$ cat src/rtl/kbd_rpt_pkg.sv
// ----------------------------------------------------------------------------
// kbd_rpt_pkg
// Shared types and constants for the keyboard report builder: beat
// payloads, slot sizing and status codes.
// ----------------------------------------------------------------------------
package kbd_rpt_pkg;

   // Number of key slots kept in state
   localparam int unsigned KEY_SLOTS     = 6;
   // First modifier usage code; the modifier range is eight codes long
   localparam int unsigned MODIFIER_BASE = 224;
   localparam int unsigned MODIFIER_CNT  = 8;
   // Key slots carried in the report
   localparam int unsigned REPORT_SLOTS  = 6;
   // Wide enough to hold a slot index and the slot count itself
   localparam int unsigned SLOT_CNT_W    = $clog2(KEY_SLOTS + 1);

   // Step status codes
   localparam logic STATUS_OK   = 1'b0;
   localparam logic STATUS_FAIL = 1'b1;

   typedef logic [7:0] key_code_type;

   // Input beat: one key event
   typedef struct packed {
      key_code_type key_code;
      logic         key_pressed;
   } req_type;

   // Output beat: whole report plus status
   typedef struct packed {
      logic [7:0]   modifier_bits;
      key_code_type slot_0;
      key_code_type slot_1;
      key_code_type slot_2;
      key_code_type slot_3;
      key_code_type slot_4;
      key_code_type slot_5;
      logic         step_status;
   } rsp_type;

endpackage

$ cat src/rtl/keyboard_report_builder.sv
// ----------------------------------------------------------------------------
// keyboard_report_builder
// Keeps a boot-style keyboard report (modifier byte and key slots) and
// updates it from press and release events, one event per beat.
// ----------------------------------------------------------------------------
// Takes one key event per clock while req_stall is low and presents the full
// report via the input register, then the result register. The slot
// search and left-shift on release are one combinational pass between those
// registers, and the slot state is updated as each event leaves the input
// register, so back-to-back events see each other's effect. A stalled result
// holds the input register; one more event can be taken while the result
// waits. Modifier codes set or clear a modifier bit and always report OK;
// other codes fill the first empty slot on press, or clear the first matching
// slot and close the gap on release, reporting FAIL when nothing fits.
module keyboard_report_builder
   import kbd_rpt_pkg::*;
(
   input  logic    clock,
   input  logic    reset,
   input  logic    req_valid,
   output logic    req_stall,
   input  req_type req_data,
   output logic    rsp_valid,
   input  logic    rsp_stall,
   output rsp_type rsp_data
);

   // Pipeline registers
   logic         in_valid_ff, in_valid_in;
   req_type      in_ff, in_in;
   logic         rsp_valid_ff, rsp_valid_in;
   rsp_type      rsp_ff, rsp_in;

   // Report state
   logic [7:0]   mods_ff, mods_in;
   key_code_type slots_ff [KEY_SLOTS];
   key_code_type slots_in [KEY_SLOTS];

   logic         advance;
   logic         req_accept;

   // Handshake: input register moves on when the result register is free
   assign advance    = in_valid_ff && (!rsp_valid_ff || !rsp_stall);
   assign req_stall  = in_valid_ff && !advance;
   assign req_accept = req_valid && !req_stall;

   always_comb begin
      in_valid_in = req_stall ? in_valid_ff : req_valid;
      in_in       = req_accept ? req_data : in_ff;
      if (advance) begin
         rsp_valid_in = 1'b1;
      end else begin
         rsp_valid_in = rsp_valid_ff && rsp_stall;
      end
   end

   // Report update for the event in the input register
   always_comb begin
      logic                  is_mod;
      logic [2:0]            mod_sel;
      logic [7:0]            mod_mask;
      logic                  free_found;
      logic [SLOT_CNT_W-1:0] free_idx;
      logic                  hit_found;
      logic [SLOT_CNT_W-1:0] hit_idx;
      logic                  end_found;
      logic [SLOT_CNT_W-1:0] end_idx;
      logic                  status;
      key_code_type          report [REPORT_SLOTS];

      is_mod   = ({1'b0, in_ff.key_code} >= 9'(MODIFIER_BASE)) &&
                 ({1'b0, in_ff.key_code} <  9'(MODIFIER_BASE + MODIFIER_CNT));
      mod_sel  = 3'(in_ff.key_code - 8'(MODIFIER_BASE));
      mod_mask = 8'(1) << mod_sel;

      // First empty slot, for a press
      free_found = 1'b0;
      free_idx   = '0;
      for (int i = 0; i < KEY_SLOTS; i++) begin
         if (!free_found && slots_ff[i] == '0) begin
            free_found = 1'b1;
            free_idx   = SLOT_CNT_W'(i);
         end
      end

      // First matching slot, then first empty slot after it, for a release
      hit_found = 1'b0;
      hit_idx   = '0;
      end_found = 1'b0;
      end_idx   = SLOT_CNT_W'(KEY_SLOTS);
      for (int i = 0; i < KEY_SLOTS; i++) begin
         if (hit_found && !end_found && slots_ff[i] == '0) begin
            end_found = 1'b1;
            end_idx   = SLOT_CNT_W'(i);
         end
         if (!hit_found && slots_ff[i] == in_ff.key_code) begin
            hit_found = 1'b1;
            hit_idx   = SLOT_CNT_W'(i);
         end
      end

      mods_in = mods_ff;
      status  = STATUS_OK;
      for (int i = 0; i < KEY_SLOTS; i++) begin
         slots_in[i] = slots_ff[i];
      end

      if (advance) begin
         if (is_mod) begin
            // Modifier event touches only the modifier byte
            if (in_ff.key_pressed) begin
               mods_in = mods_ff | mod_mask;
            end else begin
               mods_in = mods_ff & ~mod_mask;
            end
         end else if (in_ff.key_pressed) begin
            // Press: write into first empty slot
            status = free_found ? STATUS_OK : STATUS_FAIL;
            for (int i = 0; i < KEY_SLOTS; i++) begin
               if (free_found && free_idx == SLOT_CNT_W'(i)) begin
                  slots_in[i] = in_ff.key_code;
               end
            end
         end else begin
            // Release: clear match, shift following keys left up to the gap
            status = hit_found ? STATUS_OK : STATUS_FAIL;
            for (int i = 0; i < KEY_SLOTS; i++) begin
               if (hit_found && SLOT_CNT_W'(i) >= hit_idx && SLOT_CNT_W'(i) < end_idx) begin
                  slots_in[i] = '0;
                  if (i + 1 < KEY_SLOTS) begin
                     if (SLOT_CNT_W'(i + 1) < end_idx) begin
                        slots_in[i] = slots_ff[i + 1];
                     end
                  end
               end
            end
         end
      end

      // Report view of the updated state
      for (int j = 0; j < REPORT_SLOTS; j++) begin
         report[j] = '0;
         if (j < KEY_SLOTS) begin
            report[j] = slots_in[j];
         end
      end

      rsp_in               = rsp_ff;
      if (advance) begin
         rsp_in.modifier_bits = mods_in;
         rsp_in.slot_0        = report[0];
         rsp_in.slot_1        = report[1];
         rsp_in.slot_2        = report[2];
         rsp_in.slot_3        = report[3];
         rsp_in.slot_4        = report[4];
         rsp_in.slot_5        = report[5];
         rsp_in.step_status   = status;
      end
   end

   // Control and state registers
   always_ff @(posedge clock) begin
      if (reset) begin
         in_valid_ff  <= 1'b0;
         rsp_valid_ff <= 1'b0;
         mods_ff      <= '0;
         for (int i = 0; i < KEY_SLOTS; i++) begin
            slots_ff[i] <= '0;
         end
      end else begin
         in_valid_ff  <= in_valid_in;
         rsp_valid_ff <= rsp_valid_in;
         mods_ff      <= mods_in;
         for (int i = 0; i < KEY_SLOTS; i++) begin
            slots_ff[i] <= slots_in[i];
         end
      end
   end

   // Payload registers
   always_ff @(posedge clock) begin
      in_ff  <= in_in;
      rsp_ff <= rsp_in;
   end

   assign rsp_valid = rsp_valid_ff;
   assign rsp_data  = rsp_ff;

endmodule

$ cat config.mk
export PLATFORM = sky130hd
export DESIGN_NAME = keyboard_report_builder
export DESIGN_NICKNAME = d
export VERILOG_FILES = /design/src/rtl/kbd_rpt_pkg.sv /design/src/rtl/keyboard_report_builder.sv
export SDC_FILE = /design/constraint.sdc
export NUM_CORES = 1
export LEC_CHECK = 0
export BUFFER_PORTS_ARGS = -buffer_cell sky130_fd_sc_hd__buf_2
export CAP_MARGIN = 10
export CORE_MARGIN = 4
export CORE_UTILIZATION = 35
export DETAILED_ROUTE_END_ITERATION = 16
export SKIP_LAST_GASP = 1
export SYNTH_ARGS = -nofsm -noshare
export SYNTH_HDL_FRONTEND = slang
export SYNTH_SLANG_ARGS = --single-unit
$ cat constraint.sdc
create_clock -name clock -period 9.3 [get_ports clock]
set_input_delay 1.86 -clock clock [delete_from_list [all_inputs] [get_ports clock]]
set_output_delay 1.86 -clock clock [all_outputs]
set_load 0.03 [all_outputs]
-- Word-level counts from Yosys, hierarchy flattened
Memories as Yosys holds them, arrays and structs flattened.
Cells that the tools add are included.
W data, S select, Z words.
- bits in registers: 76
- bits in writable memories: 48
- output and inout port bits: 59
- word-level logic and storage cells: 185
- memories kept: 1
- add/subtract/negate cells: 1
- magnitude comparators: 14
- equality and inequality tests: 11
- shifts and indexed selects: 1
- multiplexer cells: 67
- bitwise logic cells: 9
- reductions and logical operators: 68
- memory list (memory ; words ; width ; read ports ; clocked after memory_dff ; write ports ; line ; source):
    slots_ff ; 6 ; 8 ; 6 ; 0 ; 6 ; keyboard_report_builder.sv:36 ; key_code_type slots_ff [KEY_SLOTS];
- operators with widths (cell ; number):
    $mux W8 ; 26
    $mux W48 ; 3
    $eq A8 B8 Y1 ; 6
    $logic_not A8 Y1 ; 6
    $logic_and A1 B1 Y1 ; 42
    $mux W3 ; 13
    $mux W1 ; 25
    $logic_not A1 Y1 ; 18
    $and A8 B8 Y8 ; 1
    $ge A8 B8 Y1 const B ; 1
    $lt A8 B8 Y1 const B ; 1
    $not A8 Y8 ; 1
    $or A8 B8 Y8 ; 1
    $shl A1 B3 Y8 const A ; 1
    $eq A3 B2 Y1 const B ; 2
    $eq A3 B3 Y1 const B ; 2
    $ge A1 B3 Y1 const A ; 2
    $ge A2 B3 Y1 const A ; 2
    $ge A3 B3 Y1 const A ; 2
    $lt A1 B3 Y1 const A ; 2
    $lt A2 B3 Y1 const A ; 2
    $lt A3 B3 Y1 const A ; 2
    $or A1 B1 Y1 ; 6
    $eq A3 B1 Y1 const B ; 1
    other kinds (3) ; 3

-- Longest topological paths before layout
Gate-level depths: netlist of run 1.
- depth after elaboration: 27
- depth in mapped cells: 11
- mapped depth without buffers: 8

-- Worst setup path before layout of run 1
OpenSTA, ideal clock, no wires.
- path kind: in2reg
- start point: input rsp_stall
- end point: register rsp_ff, in the netlist rsp_data[1] (data pin)
- arrival time: 4.655 ns
- data required time: 9.043 ns
- setup slack: 4.389 ns
- cell stages on the path: 9
- path buffers: 1
- cells stage by stage: nand2_1 nand2_1 inv_1 nand2_1 nor2_1 nand2_1 nor4_4 buf_4 nor2_1
- RTL lines (element ; line ; source):
    start, declared ; keyboard_report_builder.sv:24 ; input logic rsp_stall,
    end signal, assigned ; keyboard_report_builder.sv:183 ; rsp_ff <= rsp_in;
    end, declared ; keyboard_report_builder.sv:32 ; rsp_type rsp_ff, rsp_in;

==> impl_summary.md, run 1 <==
Finish
The final core area utilization is 42.37%. The final layout contains 645 nets. In the layout the commonest cells are sky130_fd_sc_hd__buf_2, sky130_fd_sc_hd__edfxtp_1, sky130_fd_sc_hd__nor2_1, sky130_fd_sc_hd__a21oi_1, sky130_fd_sc_hd__dfxtp_1. The most common cell after layout, fill and taps aside is sky130_fd_sc_hd__buf_2. The proportion of layout cells with a drive suffix above 1 is 17.67%.

The repair_antennas step left the layout with diodes totalling 0. The area added between synthesis and finish is 17.73%.

Floorplanning
In this run the horizontal extent of the chip is 136.5 um. The effective utilization at floorplan is 35.99%. The die covers 18630 sq um. The area inside the core boundary is 16060 sq um. Measured along the y axis, the die boundary spans 136.5 um. The row count is 46. In this run the count of I/O pins placed on the die edge is 72.

GRT
Global routing used 17.22% of the available tracks across all layers. The pin count of the biggest net entering global routing is 59. The via count of the first global-routing pass is 4835. The number of antenna violations at the first check in global routing is 0. The first global-routing pass estimated 24770 um of wire. Global routing finished with a remaining overflow of 0.

Timing
Hold timing on the final database bottoms out at a slack of 515.6 ps. The count of pins over their slew limit was 0. The final worst clock skew is 9.370 ps.

The actual slew at the worst max-slew pin is 915.4 ps. The number of hold violations in the final report is 0. The final critical path takes up 46.30% of the cycle. Setup repair after global routing left no endpoint under its margin. Setup violations remaining at the end of the flow were counted as 0. Adding up every negative setup slack in the final design gives 0 ps. Subtracting the final worst setup slack from the clock period gives 4306 ps. The worst pin sits at a relative slew slack of 37.23%. Derived from the worst setup path, the maximum achievable clock frequency is 232.2 MHz.

Power and ir drop
The power density over the cells is 193.9 nW/um^2. The total leakage power is 2.710 nW. The worst supply voltage drop on vdd is 0.1161 mV.

Hold path
The endpoint of the worst hold path is rsp_valid. The worst hold path begins at in_valid_ff. The worst hold path was traced through 2 stages. The path class of the tightest hold or removal check is reg -> reg.

Synthesis
After synthesis, flip-flops and latches occupy 54.38% of the total area. Counting flops with an async set or reset pin after synthesis yields a share of 0%. The dominant synthesized flop cell is sky130_fd_sc_hd__edfxtp_1. Yosys mapped the design onto 47 distinct sky130hd cell types.

In the synthesized netlist, the number of instances is 570. In this run, synthesis inferred 66 flip-flops with an integrated enable. In this run the cell area of the synthesized design comes to 5779 sq um.

The number of warning messages in the yosys log is 0. The synthesized area divided by synthesized cell count is 10.14 sq um. The synthesized net count is 583.

The post-synthesis register bit count is 124.

Detailed routing
The average wire length per cell after detail routing is 17.64 um. The routed layout has 4652 vias. The routed design has 15190 um of wire. In the routed design, unresolved DRC markers number 0. The number of vias per cell after detailed routing is 5.403. The iteration count of the initial detailed-routing pass is 5. The post-detailed-route count of antenna-violating nets is 0. In this run, the number of DRC markers left after iteration 0 of detailed routing was 495.

Status
The flow ran to the end, and the final reports show no timing, DRC or antenna violations.

Clocking
The clock-pin slew on the worst setup and hold paths is 50 ps. The post-cts hold buffer count is 0. The insertion delay of the later-clocked pin in the worst-skew pair is 420 ps. The H-tree generated during clock tree synthesis spans 4 levels.

The clock tree from TritonCTS is done. Counting along the longest clock path gives a buffer depth of 2. The total clock sinks is 124. The post-CTS resize count is 0. The master cell of the clock root buffer is sky130_fd_sc_hd__clkbuf_16. The number of buffers inserted to repair setup after CTS is 0. The number of CTS-inserted buffers is 17.

Worst setup path
In this run the worst path has a maximum fanout of 24. Traced cell by cell, the critical path runs through buf_2 > nand2_1 > nand2_1 > inv_2 > nand2_1 > nor2_1 > nand2_1 > nor4_4 > nor2_1. The reg-to-reg startpoint is in_ff[7]. The startpoint-to-endpoint class of the critical path is in -> reg. The most frequent cell on the critical path is sky130_fd_sc_hd__nand2_1. The kind of capture point of the worst setup path is a flip-flop.

Data on the critical path is required at its endpoint by 9430 ps. The slowest library cell on the worst path is sky130_fd_sc_hd__nor4_4. STA classifies the critical path startpoint as an input pin.

Across all register-to-register paths, the minimum setup slack is 5580 ps. The worst register-to-register path has a depth of 8. Data arrives at the worst endpoint at 4430 ps.

The endpoint of the most critical register-to-register path is slots_ff[3][6]. The maximum single-stage delay on the critical path is 750 ps.

Placement
Routability-driven placement finished with a final weighted congestion of 0.8576. The number of input and output port buffers inserted is 71. Detailed placement finished with a half-perimeter wire length of 10230 um.

Flow run
The reported max-cap violation count is 0.
## per-stage QoR
step           cell area (sq um)  worst slack (ps)  total power [W]  std cells
4_1_cts                     6804              5057         0.001335        861
5_1_grt                     6804              4670         0.001372        861
2_1_floorplan               5779              4389        0.0006911        570
6_report                    6804              4994         0.001319        861
3_3_place_gp                6261              4735        0.0007196        829
3_5_place_dp                6261              4616        0.0007221        829
## layout make-up
cell class | instances | area, sq um
Fill cell | 1570 | 9254
Sequential cell | 124 | 3143
Multi-Input combinational cell | 406 | 2429
Clock buffer | 21 | 440.4
Timing Repair Buffer | 76 | 392.9
Tap cell | 216 | 270.3
Clock inverter | 11 | 102.6
Inverter | 7 | 26.28
## kinds of logic (layout without fill, tap and decap cells)
kind of cell / count (synthesis) / count (layout) / synth area share (%)
flops: 124 / 124 / 54.38
mux: 12 / 12 / 2.122
compound gates: 137 / 137 / 14.48
xor+xnor: 48 / 48 / 7.274
buf+inv: 40 / 115 / 3.594
simple gates: 209 / 209 / 18.14
## worst max-delay path by stage
stage	startpoint	endpoint	cells past startpoint
after global placement	rsp_stall	rsp_data[8]	9
after floorplan	rsp_stall	rsp_data[1]	9
after detailed placement	rsp_stall	rsp_data[6]	9
final	rsp_stall	rsp_data[4]	9
after global routing	rsp_stall	rsp_data[6]	9
after CTS	rsp_stall	rsp_data[2]	9
## state kept, by name, summed over array words and instances, names as in the netlist
signal / count
rsp_data: 57
slots_ff: 48
in_ff: 9
mods_ff: 8
in_valid_ff: 1
rsp_valid: 1
## critical path, delay by kind of cell
kind                   cells  cell delay [ps]
and+or+nand+nor            7             2400
buffers and inverters      2              170
## per-layer routing
layer	GRT usage [%]	wire (um)	vias up	part of all wire, %
li1	-	-	2189	-
met1	21.20	6425	2180	42
met2	27.03	7106	232	47
met3	5.184	1059	51	7.0
met4	9.406	600	0	3.9
met5	0	0	-	0
## power breakdown
part	internal, W	switching (W)	leakage, nW	total (W)
Combinational	0.0000288	0.0000723	1.34	0.000101
Sequential	0.000594	0.0000164	1.10	0.000610
Clock	0.000388	0.000221	0.273	0.000608
## synth_stat cells, types with 3 or more instances
master,instances,area (sq um)
sky130_fd_sc_hd__dfxtp_1,58,1161
sky130_fd_sc_hd__mux2i_1,10,100.1
sky130_fd_sc_hd__a21oi_1,62,310.3
sky130_fd_sc_hd__nor2_1,62,232.7
sky130_fd_sc_hd__and2_1,35,219.0
sky130_fd_sc_hd__buf_2,4,20.02
sky130_fd_sc_hd__nor4_1,16,100.1
sky130_fd_sc_hd__edfxtp_1,66,1982
sky130_fd_sc_hd__nand2_1,47,176.4
sky130_fd_sc_hd__clkbuf_1,17,63.81
sky130_fd_sc_hd__o21ai_0,20,100.1
sky130_fd_sc_hd__nor3_1,19,95.09
sky130_fd_sc_hd__buf_6,3,33.78
sky130_fd_sc_hd__o22ai_1,16,100.1
sky130_fd_sc_hd__or4_1,9,67.56
sky130_fd_sc_hd__buf_4,8,60.06
sky130_fd_sc_hd__a221o_1,7,70.07
sky130_fd_sc_hd__nand3_1,4,20.02
sky130_fd_sc_hd__xor2_1,48,420.4
sky130_fd_sc_hd__o21ai_1,3,15.01
sky130_fd_sc_hd__o31ai_1,6,45.04
sky130_fd_sc_hd__o41ai_1,6,52.55
sky130_fd_sc_hd__inv_1,7,26.28
sky130_fd_sc_hd__a22oi_1,7,52.55
(Power assumes the default switching activity.)
==> run 2, diff against run 1 <==
clock period = 4.35 ns   (was 9.3 ns; I/O delays follow)
==> run 2 against run 1 <==
Effect of this change: core utilization rose by 0.76 points; highest routed layer unchanged; first-iteration DRC count is 17% lower; register-to-register slack worse by 4500 ps; critical path type is now reg -> reg.
==> impl_summary.md, run 2 (synthesis results as in run 1) <==
Power and ir drop
IR analysis of the VDD net gives a maximum drop of 0.3303 mV. The power density over the cells is 438.8 nW/um^2. The total leakage power is 2.762 nW.

Detailed routing
The post-detailed-route count of antenna-violating nets is 0. The number of vias per cell after detailed routing is 5.373. In the routed design, unresolved DRC markers number 0. The average wire length per cell after detail routing is 17.76 um. The highest metal layer with signal wires is met4. The iteration count of the initial detailed-routing pass is 5. The detailed-route via count is 4642. The total length of routed wires is 15350 um. In the final routing, the length of wire on met1 measures 6853 um. Wire segments on met3 add up to 917 um in the final route. In the detailed route, the total length drawn on met2 is 7153 um. The first routing iteration left 410 violations.

Placement
The worst-case setup slack after placement is 1155 ps. The number of input and output port buffers inserted is 71. The post-detailed-placement cell area is 6284 sq um. Routability-driven placement finished with a final weighted congestion of 0.8617. After legalization and detailed placement, the total HPWL measured 10470 um.

Timing
Headroom to the max-slew limit came out at 36.68%. For the pin with the worst max-slew slack, the measured transition is 948.8 ps. The least setup slack across all paths after layout is 1090 ps. The share of the clock period used by the worst path after layout is 74.94%. Setup repair after global routing left no endpoint under its margin. The worst-case hold slack is 491.9 ps. Clock skew on the completed layout was measured at 8.083 ps.

Setup violations remaining at the end of the flow were counted as 0. Static timing analysis puts the maximum clock frequency at 306.7 MHz. The post-route minimum period is 3260 ps.

The count of pins over their slew limit is 0. For the final routed database, the setup TNS stands at 0 ps. The number of hold violations in the final report was 0.

GRT
Entering global routing, the biggest net connects 59 pins. The aggregate global routing overflow is 0. For this run, the total global-route usage over all layers was measured as 17.38%.

The via count of the first global-routing pass is 4820. The first global-routing pass estimated 25250 um of wire. The number of antenna violations at the first check in global routing is 0.

Worst setup path
In this run the worst path has a maximum fanout of 17. The startpoint-to-endpoint class of the critical path is reg -> reg. STA classifies the critical path startpoint as a flip-flop. For the worst setup path, the data arrival time is 3380 ps. For flop-to-flop paths, the worst setup slack is 1090 ps. The required arrival time at the worst endpoint is 4470 ps.

The kind of capture point of the worst setup path is a flip-flop.

Clocking
The number of buffers inserted to repair setup after CTS is 0. The post-CTS resize count is 0. CTS placed an instance of sky130_fd_sc_hd__clkbuf_16 at the clock tree root. In this run the deepest clock path goes through 2 buffers. The clock reaches the later pin of the worst-skew pair after 420 ps. Buffers inserted during clock tree synthesis total 17.

After clock tree synthesis, the clock-pin slew on the worst setup and hold paths is 50 ps. After clock tree synthesis, the flow added hold-fix buffers numbering 0. The number of H-tree levels is 4. For this design, the sink count on the clock tree is 124. The clock tree from TritonCTS is done.

Status
The flow ran to the end, and the final reports show no timing, DRC or antenna violations.

Finish
Leaving out fill and tap cells, the most frequent cell in the layout is sky130_fd_sc_hd__buf_2. Cells fill 43.13% of the core in the end. The finished cells cover 6925 sq um.

The register with the most flip-flops in the layout has 57 of them. The proportion of layout cells with a drive suffix above 1 is 18.36%. At the end of the flow, the number of nets in the layout was 648.

The area added between synthesis and finish is 19.83%. 0 antenna diodes ended up in the layout. Leaving out fill and tap cells, the most frequent cells in the layout are sky130_fd_sc_hd__buf_2, sky130_fd_sc_hd__edfxtp_1, sky130_fd_sc_hd__nor2_1, sky130_fd_sc_hd__a21oi_1, sky130_fd_sc_hd__dfxtp_1.

Floorplanning
The width of the chip is 136.5 um. Row generation in the floorplan step produced 46 rows. The number of top-level pins is 72. The area inside the core boundary is 16060 sq um. The initial utilization of the core area, before any placement, comes to 35.99%. The floorplan step defined a die boundary enclosing 18630 sq um. From bottom edge to top edge, the die measures 136.5 um.

Flow run
Across the run, the number of max-cap violations was 0.

Hold path
The path category of the worst min-delay check is reg -> reg.
## run 2: power by group
group | internal, W | switching [W] | leakage (nW)
clock network | 0.00103 | 0.000482 | 0.311
registers | 0.00127 | 0.0000404 | 1.10
logic | 0.0000625 | 0.000151 | 1.35
total | 0.00237 | 0.000673 | 2.76
## run 2: final timing paths
path | start | cells after the start | endpoint
worst max-delay path | in_ff[3] | 9 | rsp_data[3]
worst min-delay path | in_valid_ff | 2 | rsp_valid
worst max register to register | in_ff[3] | 9 | rsp_data[3]
worst min register to register | in_valid_ff | 2 | rsp_valid
## run 2: area by class of cell
| cell class | instances | area, sq um |
|---|---|---|
| Tap cell | 216 | 270.3 |
| Fill cell | 1560 | 9133 |
| Inverter | 7 | 26.28 |
| Sequential cell | 124 | 3143 |
| Clock inverter | 6 | 132.6 |
| Multi-Input combinational cell | 406 | 2429 |
| Timing Repair Buffer | 79 | 415.4 |
| Clock buffer | 26 | 509.2 |
## run 2: through the flow
step | total power (W) | instances
floorplan | 0.001477 | 570
finish | 0.003039 | 864
global route | 0.003139 | 864
detailed placement | 0.001546 | 832
CTS | 0.003071 | 864
global placement | 0.001541 | 832
## run 2: worst max-delay path: stages (launching register included)
cell and delay, ps:
sky130_fd_sc_hd__edfxtp_1 950, sky130_fd_sc_hd__xor2_1 210, sky130_fd_sc_hd__nor4_1 70, sky130_fd_sc_hd__nand2_1 220
sky130_fd_sc_hd__nand2_1 150, sky130_fd_sc_hd__o211ai_1 180, sky130_fd_sc_hd__buf_4 200, sky130_fd_sc_hd__nand2_1 100
sky130_fd_sc_hd__nor4_4 760, sky130_fd_sc_hd__nor2_1 140
## run 2: layer usage
layer | GRT usage [%] | up-vias
met5 | 0 | -
met4 | 7.951 | 0
met3 | 4.081 | 38
met2 | 27.44 | 182
met1 | 22.67 | 2225
li1 | - | 2197
==> run 3, diff against run 2 <==
ABC_AREA = 1   (was unset)
clock period = 3.2 ns   (was 4.35 ns; I/O delays follow)
==> run 3 against run 2 <==
Effect of this change: clock skew grew 1.4 ps; maximum frequency grew 18%; critical path depth grew 6; count of clock-buffer cells in the layout shrank 4; non-clock buffer count grew 9; highest routed layer unchanged; synthesized cell count grew 66%; global-route usage grew 1.1 points; worst setup slack lost 660 ps; critical endpoint is now rsp_data[31]; core utilization shrank 1.1 points; hold slack lost 100 ps.
==> impl_summary.md, run 3 <==
Detailed routing
In the routed layout, each cell is associated on average with a via count of 4.989. The total length of routed wires is 20540 um. The violation count after the first detailed-route iteration is 740. The number of remaining DRC errors is 0.

The first detailed-routing pass ran for 7 iterations. The post-detailed-route count of antenna-violating nets is 0. The average wire length per cell after detail routing is 15.95 um.

The detailed-route via count is 6426.

Clocking
The clock tree from TritonCTS is done. The post-CTS resize count is 0. The post-cts hold buffer count is 0. The number of H-tree levels is 4.

Clock tree synthesis inserted a total of 17 buffers. In this run the deepest clock path goes through 2 buffers. The clock-pin slew on the worst setup and hold paths is 60 ps. The total clock sinks is 124. The insertion delay of the later-clocked pin in the worst-skew pair is 420 ps. Post-CTS timing repair inserted 0 buffers for setup.

The master cell of the clock root buffer is sky130_fd_sc_hd__clkbuf_16.

Worst setup path
For the worst setup path, the data arrival time is 2950 ps. The timing startpoint of the critical path is in_ff[1]. In this run the worst path has a maximum fanout of 16.

The capture point of the worst path is rsp_data[31]. The reg-to-reg setup timing slack is 430 ps. The startpoint identified for the worst register-to-register timing path is in_ff[1].

The number of cells on the worst reg-to-reg path is 15. The endpoint of the most critical register-to-register path is rsp_data[31]. The worst setup path is of the reg -> reg kind.

The required arrival time at the worst endpoint is 3380 ps. The kind of capture point of the worst setup path is a flip-flop. The worst setup path is launched from a flip-flop.

Timing
In the finished design, the share of the clock period the worst path needs comes to 86.53%. The actual slew at the worst max-slew pin is 882.2 ps. In the post-route analysis, the smallest setup slack over all paths is 430.9 ps. The count of pins over their slew limit is 0. Setup repair after global routing left no endpoint under its margin. Setup violations remaining at the end of the flow were counted as 0. The highest clock frequency the design can meet is 361.1 MHz.

In this run the tightest slew margin relative to its limit is 40.56%. Setup total negative slack on the finished layout was measured at 0 ps. Between clock sinks in the finished design, the worst skew comes to 9.502 ps. The number of hold violations in the final report came to 0. After layout, the minimum clock period comes to 2769 ps.

Finish
The most common cell after layout, fill and taps aside is sky130_fd_sc_hd__nand2_1. The flip-flop count of the largest register after layout is 57. The final core area utilization is 41.99%. The number of nets at the end of the flow is 1023. Cells with a size suffix above 1 make up 17.20% of the layout. From synthesis to final layout, the design area changed by 17.20%. The repair_antennas step left the layout with diodes totalling 0. Leaving out fill and tap cells, the most frequent cells in the layout are sky130_fd_sc_hd__nand2_1, sky130_fd_sc_hd__inv_1, sky130_fd_sc_hd__nor2_1, sky130_fd_sc_hd__a21oi_1, sky130_fd_sc_hd__buf_2.

Synthesis
The area fraction in and, or, nand and nor cells after synthesis is 28.52%. By area, the combinational part of the netlist is dominated by simple AND/OR/NAND/NOR gates. By count the netlist is led by sky130_fd_sc_hd__nand2_1, sky130_fd_sc_hd__inv_1, sky130_fd_sc_hd__nor2_1, sky130_fd_sc_hd__a21oi_1, sky130_fd_sc_hd__o21ai_0. The synthesized netlist devotes 1.493% of its cell area to XOR and XNOR gates.

Of all cell types, the one taking the most synthesized area is sky130_fd_sc_hd__edfxtp_1. The number of instances in the synthesized netlist is 945. The most repeated cell in the gate-level netlist after synthesis is sky130_fd_sc_hd__nand2_1. In the synthesized netlist, mux cells make up 0.4265% of the area.

The number of enable flip-flop cells after synthesis is 66. The post-synthesis register bit count is 124. The synthesized-area fraction occupied by ao, oa, aoi and oai cells is 14.71%. The dominant synthesized flop cell is sky130_fd_sc_hd__edfxtp_1. The synthesized area divided by synthesized cell count is 7.450 sq um. The number of warning messages in the yosys log is 0. In the synthesized netlist the async set-or-reset flop fraction comes to 0%. The number of distinct standard cells referenced by the synthesized netlist is 35. By area the synthesized netlist is led by sky130_fd_sc_hd__edfxtp_1, sky130_fd_sc_hd__dfxtp_1, sky130_fd_sc_hd__nand2_1, sky130_fd_sc_hd__inv_1, sky130_fd_sc_hd__nor2_1. The synthesized net count is 958. The post-synth design cell area is 7041 sq um. Summing the sequential cell areas from Yosys gives 44.64% of the chip area. The top cell type by area accounts for 28.15% of the synthesized area. The synthesized netlist devotes 0% of its cell area to adder and majority cells.

Floorplanning
The area of the die is 22450 sq um. The effective utilization at floorplan is 35.82%. The floorplan step set the die width to 149.8 um. The height of the die is 149.8 um. In this run the core area contains 51 standard-cell rows.

Pin placement for this block handled 72 I/O pins. The area inside the core boundary is 19650 sq um.

Placement
Port buffering added 71 buffers. The congestion estimate from routability-driven global placement came to 0.9144. The worst-case setup slack after placement is 488.2 ps. The half-perimeter wire length after placement is 13690 um.

Status
The run finished with clean final reports.

Power and ir drop
The completed layout was analyzed and its total power is 0.004789 W. The power density over the cells is 580.4 nW/um^2. The worst supply voltage drop on vdd is 0.3621 mV.

The total leakage power is 3.824 nW.

GRT
The via count of the first global-routing pass is 5834. The number of antenna violations at the first check in global routing is 0. The pin count of the biggest net entering global routing is 74. The aggregate global routing overflow is 0. The first global-routing pass estimated 32330 um of wire. Global routing consumed, over all layers together, 18.46% of the routing resources.

Flow run
The reported max-cap violation count is 0.

Hold path
The tightest min-delay check is of the in -> reg type.
-- run 3: how the worst min path moves through the flow --
stage / slack [ps] / startpoint / endpoint / cells past startpoint
2_1_floorplan: 450 / in_valid_ff / rsp_valid / 2
3_3_place_gp: 470 / in_valid_ff / rsp_valid / 2
3_5_place_dp: 470 / in_valid_ff / rsp_valid / 2
4_1_cts: 370 / req_data[2] / in_ff[2] / 1
5_1_grt: 380 / req_data[0] / in_ff[0] / 1
6_report: 390 / req_data[2] / in_ff[2] / 1
-- run 3: critical path, stage by stage, from the launching register on --
cell                       delay (ps)
sky130_fd_sc_hd__edfxtp_1         690
sky130_fd_sc_hd__inv_2            250
sky130_fd_sc_hd__nand2_1          110
sky130_fd_sc_hd__nand2_1           60
sky130_fd_sc_hd__nand2_2          100
sky130_fd_sc_hd__nor2_4            60
sky130_fd_sc_hd__nand2_2           90
sky130_fd_sc_hd__nand2_2           90
sky130_fd_sc_hd__nand2_4          130
sky130_fd_sc_hd__nand2_1           60
sky130_fd_sc_hd__inv_1            330
sky130_fd_sc_hd__o21ai_0          240
sky130_fd_sc_hd__o211ai_1         130
sky130_fd_sc_hd__nand2_1           70
sky130_fd_sc_hd__nand2_1           80
sky130_fd_sc_hd__inv_1             40
-- run 3: power by group --
part	internal, W	switching [W]
Combinational	0.000245	0.000591
Clock	0.00137	0.000715
Sequential	0.00180	0.0000740
Total	0.00341	0.00138
-- run 3: per-stage QoR --
stage	hold WS, ps	instance area, sq um	std cells
6_report	391.0	8252	1288
5_1_grt	377.3	8252	1288
4_1_cts	374.1	8252	1288
3_5_place_dp	472.0	7615	1256
3_3_place_gp	465.1	7615	1256
2_1_floorplan	450.6	7041	945
-- run 3: layout make-up --
type                    instances  area (sq um)
fillers                      2047         11400
repair buffers                 88         495.5
well taps                     265         331.6
clock buffers                  22         475.5
multi-input cells             657          3179
clock inverters                10         161.4
flip-flops and latches        124          3143
inverters                     122         465.4
-- run 3: per-layer routing --
layer / share of wire, % / GRT usage (%)
met4: 2.0 / 6.313
met5: 0 / 0
met1: 47 / 25.86
met2: 43 / 27.82
met3: 7.8 / 4.603
-- run 3: cells by family (layout without fill, tap and decap cells) --
logic type	Yosys count	in the layout
multiplexers	3	3
AND/OR/NAND/NOR	451	451
XOR/XNOR	12	12
AO/OA/AOI/OAI	191	191
flip-flops	124	124
buffers and inverters	164	242
